--- config.mk ---
export PLATFORM = sky130hd
export DESIGN_NAME = pid_controller_antiwindup_unit
export DESIGN_NICKNAME = d
export VERILOG_FILES = /design/src/design/pidaw_pkg.sv /design/src/design/pidaw_mul.sv /design/src/design/pidaw_regs.sv /design/src/design/pid_controller_antiwindup_unit.sv
export SDC_FILE = /design/constraint.sdc
export NUM_CORES = 2
export LEC_CHECK = 0
export BUFFER_PORTS_ARGS = -buffer_cell sky130_fd_sc_hd__buf_2
export CAP_MARGIN = 20
export CORE_ASPECT_RATIO = 0.75
export CORE_MARGIN = 2
export CORE_UTILIZATION = 45
export CTS_CLUSTER_SIZE = 25
export DETAILED_ROUTE_END_ITERATION = 8
export PLACE_DENSITY = 0.65
export SLEW_MARGIN = 30
export SYNTH_ARGS = -nofsm -noshare
export SYNTH_HDL_FRONTEND = slang
export SYNTH_SLANG_ARGS = --single-unit
--- constraint.sdc ---
create_clock -name clk -period 15 [get_ports clk]
set_input_delay 2.25 -clock clk [delete_from_list [all_inputs] [get_ports clk]]
set_output_delay 2.25 -clock clk [all_outputs]
set_load 0.01 [all_outputs]
--- src/design/pidaw_pkg.sv ---
package pidaw_pkg;

  localparam int unsigned DataWidth = 32;
  localparam int unsigned IntWidth = 48;
  localparam int unsigned FracBits = 16;
  localparam int unsigned PeriodBits = 24;
  localparam int unsigned InvpBits = 32;
  localparam int unsigned AccWidth = 128;

  // Register byte addresses divided by four.
  localparam logic [2:0] RegCenter = 3'd0;
  localparam logic [2:0] RegUpper = 3'd1;
  localparam logic [2:0] RegLower = 3'd2;
  localparam logic [2:0] RegGainP = 3'd3;
  localparam logic [2:0] RegGainI = 3'd4;
  localparam logic [2:0] RegGainD = 3'd5;
  localparam logic [2:0] RegPeriod = 3'd6;
  localparam logic [2:0] RegInvp = 3'd7;

  typedef struct packed {
    logic enable;
    logic signed [DataWidth-1:0] setpoint;
    logic signed [DataWidth-1:0] measurement;
  } in_item_t;

  typedef struct packed {
    logic signed [DataWidth-1:0] command;
    logic hit_upper;
    logic hit_lower;
    logic windup_cleared;
  } out_item_t;

  typedef enum logic [3:0] {
    ST_IDLE,
    ST_PREP,
    ST_MUL_P,
    ST_MUL_I,
    ST_MUL_D1,
    ST_MUL_D2,
    ST_MUL_S,
    ST_SUM,
    ST_CLAMP,
    ST_OUT
  } state_t;

  typedef struct packed {
    logic start;
    logic signed [63:0] a;
    logic signed [63:0] b;
    logic [5:0] shift;
  } mul_req_t;

endpackage

--- src/design/pidaw_mul.sv ---
// Shift-add multiplier: one multiplier bit per cycle, magnitude form,
// then a floor shift and saturation to 64 bits.
module pidaw_mul (
  input  logic clk,
  input  logic rst,
  input  pidaw_pkg::mul_req_t req,
  output logic done,
  output logic signed [63:0] result
);

  logic busy;
  logic [6:0] count;
  logic [63:0] mcand;
  logic [63:0] mplier;
  logic [127:0] acc;
  logic neg;
  logic [5:0] shift;
  logic [63:0] mag_a;
  logic [63:0] mag_b;
  logic [64:0] step_sum;
  logic [127:0] sacc;
  logic [127:0] shifted;

  assign mag_a = req.a[63] ? 64'(-req.a) : req.a;
  assign mag_b = req.b[63] ? 64'(-req.b) : req.b;
  assign step_sum = {1'b0, acc[127:64]} + (mplier[0] ? {1'b0, mcand} : 65'd0);

  always_ff @(posedge clk) begin
    if (rst) begin
      busy <= 1'b0;
      done <= 1'b0;
      count <= '0;
    end else begin
      done <= 1'b0;
      if (req.start) begin
        busy <= 1'b1;
        count <= '0;
        mcand <= mag_a;
        mplier <= mag_b;
        acc <= '0;
        neg <= req.a[63] ^ req.b[63];
        shift <= req.shift;
      end else if (busy) begin
        // Add the multiplicand into the high half, then shift right one bit.
        acc <= {step_sum, acc[63:1]};
        mplier <= mplier >> 1;
        count <= count + 7'd1;
        if (count == 7'd63) begin
          busy <= 1'b0;
          done <= 1'b1;
        end
      end
    end
  end

  assign sacc = neg ? 128'(-acc) : acc;
  assign shifted = 128'($signed(sacc) >>> shift);

  always_comb begin
    if (shifted[127:63] == '0 || shifted[127:63] == '1) begin
      result = shifted[63:0];
    end else if (shifted[127]) begin
      result = {1'b1, 63'd0};
    end else begin
      result = {1'b0, {63{1'b1}}};
    end
  end

endmodule

--- src/design/pidaw_regs.sv ---
module pidaw_regs (
  input  logic clk,
  input  logic rst,
  input  logic psel,
  input  logic penable,
  input  logic pwrite,
  input  logic [4:0] paddr,
  input  logic [31:0] pwdata,
  output logic [31:0] prdata,
  output logic pready,
  output logic signed [31:0] center,
  output logic signed [31:0] upper_limit,
  output logic signed [31:0] lower_limit,
  output logic signed [31:0] gain_p,
  output logic signed [31:0] gain_i,
  output logic signed [31:0] gain_d,
  output logic [23:0] sample_period,
  output logic [31:0] inverse_period
);

  logic [2:0] idx;
  assign idx = paddr[4:2];
  assign pready = 1'b1;

  always_ff @(posedge clk) begin
    if (rst) begin
      center <= '0;
      upper_limit <= 32'sh7fffffff;
      lower_limit <= 32'sh80000000;
      gain_p <= '0;
      gain_i <= '0;
      gain_d <= '0;
      sample_period <= 24'd167772;
      inverse_period <= 32'd6553600;
    end else if (psel && penable && pwrite) begin
      unique case (idx)
        pidaw_pkg::RegCenter: center <= pwdata;
        pidaw_pkg::RegUpper: upper_limit <= pwdata;
        pidaw_pkg::RegLower: lower_limit <= pwdata;
        pidaw_pkg::RegGainP: gain_p <= pwdata;
        pidaw_pkg::RegGainI: gain_i <= pwdata;
        pidaw_pkg::RegGainD: gain_d <= pwdata;
        pidaw_pkg::RegPeriod: sample_period <= pwdata[23:0];
        pidaw_pkg::RegInvp: inverse_period <= pwdata;
        default: ;
      endcase
    end
  end

  always_comb begin
    unique case (idx)
      pidaw_pkg::RegCenter: prdata = center;
      pidaw_pkg::RegUpper: prdata = upper_limit;
      pidaw_pkg::RegLower: prdata = lower_limit;
      pidaw_pkg::RegGainP: prdata = gain_p;
      pidaw_pkg::RegGainI: prdata = gain_i;
      pidaw_pkg::RegGainD: prdata = gain_d;
      pidaw_pkg::RegPeriod: prdata = {8'd0, sample_period};
      pidaw_pkg::RegInvp: prdata = inverse_period;
      default: prdata = '0;
    endcase
  end

endmodule

--- src/design/pid_controller_antiwindup_unit.sv ---
// PID controller with anti-windup and output clamp, signed Q16.16. One sample
// is worked at a time; the work on a sample is five 64-step passes of the
// single bit-serial shift-add multiplier (P, I, two for D, integral step),
// followed by sums and clamping. The result register holds the beat until
// taken; the next sample is accepted once the result is loaded into it.
module pid_controller_antiwindup_unit (
  input  logic clk,
  input  logic rst,
  input  logic in_valid,
  output logic in_stall,
  input  pidaw_pkg::in_item_t in_data,
  output logic out_valid,
  input  logic out_stall,
  output pidaw_pkg::out_item_t out_data,
  input  logic psel,
  input  logic penable,
  input  logic pwrite,
  input  logic [4:0] paddr,
  input  logic [31:0] pwdata,
  output logic [31:0] prdata,
  output logic pready
);

  localparam logic signed [63:0] SMax = {1'b0, {63{1'b1}}};
  localparam logic signed [63:0] SMin = {1'b1, 63'd0};

  logic signed [31:0] center, upper_limit, lower_limit, gain_p, gain_i, gain_d;
  logic [23:0] sample_period;
  logic [31:0] inverse_period;

  pidaw_regs u_regs (
    .clk, .rst, .psel, .penable, .pwrite, .paddr, .pwdata, .prdata, .pready,
    .center, .upper_limit, .lower_limit, .gain_p, .gain_i, .gain_d,
    .sample_period, .inverse_period
  );

  pidaw_pkg::state_t state, state_next;
  pidaw_pkg::mul_req_t req;
  logic mul_done;
  logic signed [63:0] mul_res;

  pidaw_mul u_mul (.clk, .rst, .req, .done(mul_done), .result(mul_res));

  logic enable;
  logic signed [31:0] err, prev_err;
  logic signed [47:0] integ;
  logic signed [63:0] p_term, i_term, d_term, sum;
  logic cleared, hit_up, hit_lo;
  logic signed [32:0] diff;
  logic signed [32:0] bound;
  logic [47:0] integ_mag;
  logic signed [63:0] s1, s2, cmd_raw, cmd_up;
  logic signed [64:0] integ_new;

  function automatic logic signed [63:0] sat_add(logic signed [63:0] a,
                                                 logic signed [63:0] b);
    logic signed [64:0] s;
    s = 65'(a) + 65'(b);
    if (s > 65'(SMax)) return SMax;
    if (s < 65'(SMin)) return SMin;
    return s[63:0];
  endfunction

  function automatic logic signed [63:0] sat_sub(logic signed [63:0] a,
                                                 logic signed [63:0] b);
    logic signed [64:0] s;
    s = 65'(a) - 65'(b);
    if (s > 65'(SMax)) return SMax;
    if (s < 65'(SMin)) return SMin;
    return s[63:0];
  endfunction

  assign diff = 33'(in_data.setpoint) - 33'(in_data.measurement);
  assign bound = 33'(upper_limit) - 33'(center);
  assign integ_mag = integ[47] ? 48'(-integ) : integ;
  assign s1 = sat_add(p_term, i_term);
  assign s2 = sat_add(s1, d_term);
  assign cmd_raw = sat_sub(64'(center), sum);
  assign integ_new = 65'(integ) + 65'(mul_res);

  always_ff @(posedge clk) begin
    if (rst) begin
      state <= pidaw_pkg::ST_IDLE;
      out_valid <= 1'b0;
      integ <= '0;
      prev_err <= '0;
    end else begin
      state <= state_next;
      out_valid <= (state == pidaw_pkg::ST_OUT) || (out_valid && out_stall);
      unique case (state)
        pidaw_pkg::ST_IDLE: begin
          if (in_valid) begin
            enable <= in_data.enable;
            if (diff > 33'sh07fffffff) begin
              err <= 32'sh7fffffff;
            end else if (diff < -33'sh080000000) begin
              err <= 32'sh80000000;
            end else begin
              err <= diff[31:0];
            end
          end
        end
        pidaw_pkg::ST_PREP: begin
          // Anti-windup: drop the integral if its magnitude passed the bound or the bound is negative.
          cleared <= 1'b0;
          if (bound < 0 || 49'(integ_mag) > 49'(bound)) begin
            integ <= '0;
            cleared <= 1'b1;
          end
        end
        pidaw_pkg::ST_MUL_P: if (mul_done) p_term <= mul_res;
        pidaw_pkg::ST_MUL_I: if (mul_done) i_term <= mul_res;
        pidaw_pkg::ST_MUL_D1: if (mul_done) d_term <= mul_res;
        pidaw_pkg::ST_MUL_D2: if (mul_done) d_term <= mul_res;
        pidaw_pkg::ST_MUL_S: begin
          if (mul_done) begin
            prev_err <= err;
            if (!enable) begin
              integ <= '0;
            end else if (integ_new > 65'sh07fffffffffff) begin
              integ <= 48'sh7fffffffffff;
            end else if (integ_new < -65'sh0800000000000) begin
              integ <= 48'sh800000000000;
            end else begin
              integ <= integ_new[47:0];
            end
          end
        end
        pidaw_pkg::ST_SUM: sum <= s2;
        pidaw_pkg::ST_CLAMP: begin
          hit_up <= cmd_raw > 64'(upper_limit);
          hit_lo <= 1'b0;
          cmd_up <= (cmd_raw > 64'(upper_limit)) ? 64'(upper_limit) : cmd_raw;
        end
        pidaw_pkg::ST_OUT: begin
          if (!out_valid || !out_stall) begin
            out_data.hit_upper <= hit_up;
            out_data.windup_cleared <= cleared;
            if (cmd_up < 64'(lower_limit)) begin
              out_data.command <= lower_limit;
              out_data.hit_lower <= 1'b1;
            end else begin
              out_data.command <= cmd_up[31:0];
              out_data.hit_lower <= hit_lo;
            end
          end
        end
        default: ;
      endcase
    end
  end

  always_comb begin
    state_next = state;
    req = '0;
    in_stall = (state != pidaw_pkg::ST_IDLE);
    unique case (state)
      pidaw_pkg::ST_IDLE: if (in_valid) state_next = pidaw_pkg::ST_PREP;
      pidaw_pkg::ST_PREP: begin
        state_next = pidaw_pkg::ST_MUL_P;
        req = '{start: 1'b1, a: 64'(gain_p), b: 64'(err), shift: 6'(pidaw_pkg::FracBits)};
      end
      pidaw_pkg::ST_MUL_P: if (mul_done) begin
        state_next = pidaw_pkg::ST_MUL_I;
        req = '{start: 1'b1, a: 64'(gain_i), b: 64'(integ), shift: 6'(pidaw_pkg::FracBits)};
      end
      pidaw_pkg::ST_MUL_I: if (mul_done) begin
        state_next = pidaw_pkg::ST_MUL_D1;
        req = '{start: 1'b1, a: 64'(gain_d), b: 64'(err) - 64'(prev_err),
                shift: 6'(pidaw_pkg::FracBits)};
      end
      pidaw_pkg::ST_MUL_D1: if (mul_done) begin
        state_next = pidaw_pkg::ST_MUL_D2;
        req = '{start: 1'b1, a: mul_res, b: {32'd0, inverse_period},
                shift: 6'(pidaw_pkg::FracBits)};
      end
      pidaw_pkg::ST_MUL_D2: if (mul_done) begin
        state_next = pidaw_pkg::ST_MUL_S;
        req = '{start: 1'b1, a: 64'(err), b: {40'd0, sample_period},
                shift: 6'(pidaw_pkg::PeriodBits)};
      end
      pidaw_pkg::ST_MUL_S: if (mul_done) state_next = pidaw_pkg::ST_SUM;
      pidaw_pkg::ST_SUM: state_next = pidaw_pkg::ST_CLAMP;
      pidaw_pkg::ST_CLAMP: state_next = pidaw_pkg::ST_OUT;
      pidaw_pkg::ST_OUT: if (!out_valid || !out_stall) state_next = pidaw_pkg::ST_IDLE;
      default: state_next = pidaw_pkg::ST_IDLE;
    endcase
  end

`ifndef SYNTHESIS
  a_no_accept_busy: assert property (@(posedge clk) disable iff (rst)
    (state != pidaw_pkg::ST_IDLE) |-> in_stall) else $error("accept while busy");
  a_hold_out: assert property (@(posedge clk) disable iff (rst)
    (out_valid && out_stall) |=> out_valid) else $error("result dropped");
  a_clamp_up: assert property (@(posedge clk) disable iff (rst)
    $rose(out_valid) && !out_data.hit_lower |->
    $signed(out_data.command) <= upper_limit) else $error("clamp fault");
`endif

endmodule
==> results.md <==
Power:
- The ratio of total power to cell area is just over 80 nW/um^2.
- The completed layout was analyzed and its total power is 7010 uW.
- Summed over all nets, the switching power comes to 2130 uW.
- The maximum ir drop on the vdd rail is around 0.11 mV.
- The static power due to leakage is between 0.03 and 0.04 uW.
- The sequential share of power is 0.442.
- The part of the power in combinational logic is 0.164.
- The net switching share of the total power is 0.304.
- The internal power of the cells totals slightly below 5000 uW.
- The clock share of power is 0.394.

Clock network:
- The root buffer cell is clkbuf_16.
- The number of clock buffers added by TritonCTS is 106.
- The H-tree depth is 3.
- The buffers inserted during post-CTS setup optimization is 0.
- The number of hold buffers added after CTS was 0.
- The TritonCTS clock tree is built.
- The longest clock path from root to sink contains 3 buffers.
- The clock latency on the worst-skew pair is roughly 0.80 ns.
- Clock-pin slew was measured on the worst setup and hold paths at 0.07 ns.
- Post-CTS repair changed the size of 0 cells.
- The number of clock sinks is 991.

Setup path:
- STA classifies the critical path startpoint as a register.
- The timing startpoint of the critical path is u_mul.acc[19].
- Of all nets on the critical path, the largest fanout is 47.
- Data on the critical path arrives at its endpoint at between 10 and 15 ns.
- STA classifies the critical path endpoint as a register.
- By instance count, the cell type seen most on the critical path is o21ai_0.
- The cell with the largest stage delay on the worst path is o41ai_1.
- Broken down by cell family, the worst path's largest delay share belongs to compound AO/OA/AOI/OAI gates.
- The sum of buffers and inverters on the critical path is 1.
- The largest stage delay on the critical path is 0.83 ns.
- In this run the critical register-to-register path is launched from u_mul.acc[19].
- The required arrival time at the worst endpoint is approximately 16 ns.
- The path type of the worst setup path is register to register.

Yosys:
- Among all flip-flop cells after synthesis, the most frequent one is edfxtp_1.
- The sequential share of the synthesized area is 0.340.
- The post-synthesis async set-or-reset flop share is 0.
- The mapped netlist covers 77600 um^2.
- Yosys printed 0 warnings.
- Counting flops and latches in the post-synthesis netlist gives 991.
- When the netlist entered floorplanning its net count stood at roughly 9800.
- In this run, synthesis inferred 649 flip-flops with an integrated enable.
- After synthesis, the netlist uses about 110 different library cells.
- The average footprint of a synthesized cell is 8.57 um^2.
- The count of mapped cells out of synthesis is 9047.

Routing:
- After detailed routing, the number of remaining DRC violations is 9.
- The routed design has around 310 mm of wire.
- Dividing the detail-routed wire length by the instance count gives 27.3 um.
- The count of antenna-violating nets left after detailed routing is 0.
- Before antenna repair, the detailed router went through 9 iterations.
- The number of DRC violations after detailed-routing iteration 0 is 11000.
- Dividing the detail-routed via count by the number of cells gives 6.44.
- The routed layout has about 73000 vias.

Placement:
- During placement, the flow inserted port buffers numbering 175.
- Summed over all nets, the half-perimeter wirelength after detailed placement is 240 mm.
- At the end of routability-driven placement, the weighted congestion stood at 1.04.

Global routing:
- The first-pass GRT wire length is 448 mm.
- The global-route usage over all layers is 0.340.
- The number of antenna violations at the first check in global routing is 27.
- Entering global routing, the biggest net connects approximately 120 pins.
- Global routing finished with a remaining overflow of 0.
- The via count of the first global-routing pass is approximately 66000.

Finish:
- In the final layout, the share of cells above drive strength 1 is 0.0813.
- The layout filler cell count is around 16000.
- Relative to the synthesized area, the layout overhead comes to 9.11%.
- The total number of nets in the final design is a little under 10000.

Status:
- The checks that failed: DRC.
- The flow ran to the end, but the final reports show violations.

Worst hold path:
- The type of the tightest min-delay check is register to register.
- The beginning of the worst hold path is hit_up.

Timing:
- The clock period minus worst slack is 12.90 ns.
- The share of the cycle needed by the critical path after routing is 0.860.
- The count of final setup violators is 0.
- The final max-slew violation count is 0.
- The total negative slack for setup checks is 0 ns.
- The final-report hold violation count is 0.
- The transition time at the pin with the least slew margin is 1.07 ns.
- The worst-case headroom to the max-slew limit is 0.282.
- Between clock sinks in the finished design, the worst skew comes to ~0.09 ns.
- The top achievable clock speed is roughly 0.078 GHz.
- Setup repair after global routing left no endpoint under its margin.

Floorplan:
- The y dimension of the die is 364 um.
- After floorplanning, the core was sized to cover 171000 um^2.
- From left edge to right edge, the die measures a little under 500 um.
- In this run the core area contains 131 standard-cell rows.
- The area of the die is 176000 um^2.
- The initial standard-cell utilization of the core is 0.455.
- 179 I/O pins were placed.

Job:
- The tool flagged a number of max-cap violations equal to 0.
[cells in the final DEF, fill, tap and decap left out, types with 60 or more instances in the layout]
cell type and instances:
xor2_1 241, nand4_1 132, a31oi_1 71, a211oi_1 62, and3_1 67, nor4_1 81
o31ai_1 89, nor2_1 604, dfxtp_1 341, a221o_1 95, mux2_2 60, and2_1 211
or3_1 79, o21a_1 75, o21ai_0 465, a21oi_1 956, a21o_1 265, o21bai_1 77
buf_2 178, nor3_1 147, ha_1 597, edfxtp_1 649, xnor2_1 356, mux2i_1 124
a22oi_1 60, nand2b_1 115, clkbuf_16 106, buf_4 150, nor2b_1 78, nand3_1 174
nand2_1 1081, inv_1 398
[cell type report]
class                   instances  area, um^2  share of cell area
flip-flops and latches        991       26300               0.311
inverters                     402        1510              0.0179
well taps                    2261        2830              0.0334
diodes                         13        32.5            0.000384
clock inverters                67         741             0.00875
repair buffers                336        2160              0.0255
multi-input cells            7181       48200               0.570
clock buffers                 133        2800              0.0331
[state kept, by name (all words and copies together) (netlist names), 48 cells and up]
signal,flops
u_mul.acc,128
cmd_up,64
d_term,64
i_term,64
p_term,64
sum,64
u_mul.mcand,64
u_mul.mplier,64
integ,48
[cell usage after synthesis (all sizes together) (58+ instances only)]
cell,number,area share
clkbuf,402,0.020
o21ai,473,0.031
nor2,622,0.030
a22oi,60,0.0058
xor2,241,0.027
ha,597,0.096
o31ai,90,0.0089
mux2i,124,0.016
and3,68,0.0055
o21a,76,0.0074
or4,58,0.0057
nor3,157,0.010
nand4,133,0.011
inv,401,0.019
xnor2,358,0.040
and2,213,0.017
nand2,1081,0.052
a221o,95,0.012
o21bai,77,0.0075
buf,71,0.0039
a21o,265,0.026
nor4,91,0.0083
dfxtp,342,0.088
mux2,60,0.0087
nor2b,78,0.0063
a31oi,72,0.0058
nand3,175,0.011
a21oi,957,0.062
or3,84,0.0070
edfxtp,649,0.25
nand2b,115,0.0093
a211oi,64,0.0062
[per-layer routing]
layer  share of wire  track usage  vias to the layer above
li1                -            -                    33300
met1            0.45        0.507                    35400
met2            0.38        0.453                     4128
met3            0.14        0.123                      481
met4           0.028       0.0894                       14
met5         0.00074      0.00698                        -
[through the flow]
stage | cells | hold slack, ns | setup slack [ns] | util | area, um^2
after detailed placement | 11200 | 0.439 | 2.47 | 0.475 | 81000
after global routing | 11400 | 0.460 | 1.56 | 0.496 | 84600
after CTS | 11400 | 0.452 | 2.44 | 0.495 | 84500
after global placement | 11200 | 0.408 | 2.38 | 0.474 | 80900
final | 11400 | 0.440 | 2.10 | 0.496 | 84600
after floorplan | 9047 | 0.400 | 3.43 | - | 77600
[power groups by stage]
stage          combinational [uW]  clock [uW]  sequential (uW)
6_report                     1150        2760             3100
5_1_grt                      1230        2890             3100
4_1_cts                      1110        2780             3090
3_5_place_dp                 1100           0             3150
3_3_place_gp                 1090           0             3150
2_1_floorplan                 727           0             3110
[cells by family (layout without fill, tap and decap cells)]
logic type | count (synthesis) | in the layout | synth area share
flip-flops | 991 | 991 | 0.340
XOR/XNOR | 599 | 599 | 0.0676
AO/OA/AOI/OAI | 2686 | 2686 | 0.223
multiplexers | 210 | 210 | 0.0323
adder cells (fa/ha/maj) | 653 | 653 | 0.105
AND/OR/NAND/NOR | 3031 | 3031 | 0.190
buffers and inverters | 875 | 938 | 0.0432
other | 2 | 15 | 0.0000968
[path summary, 6_finish.rpt]
path / endpoint / slack, ns / cells past startpoint
max: integ[14] / 2.10 / 31
min: out_data[2] / 0.44 / 0
max reg2reg: integ[14] / 2.10 / 31
min reg2reg: out_data[2] / 0.44 / 0
No activity file was read; power rests on OpenSTA's default activity.
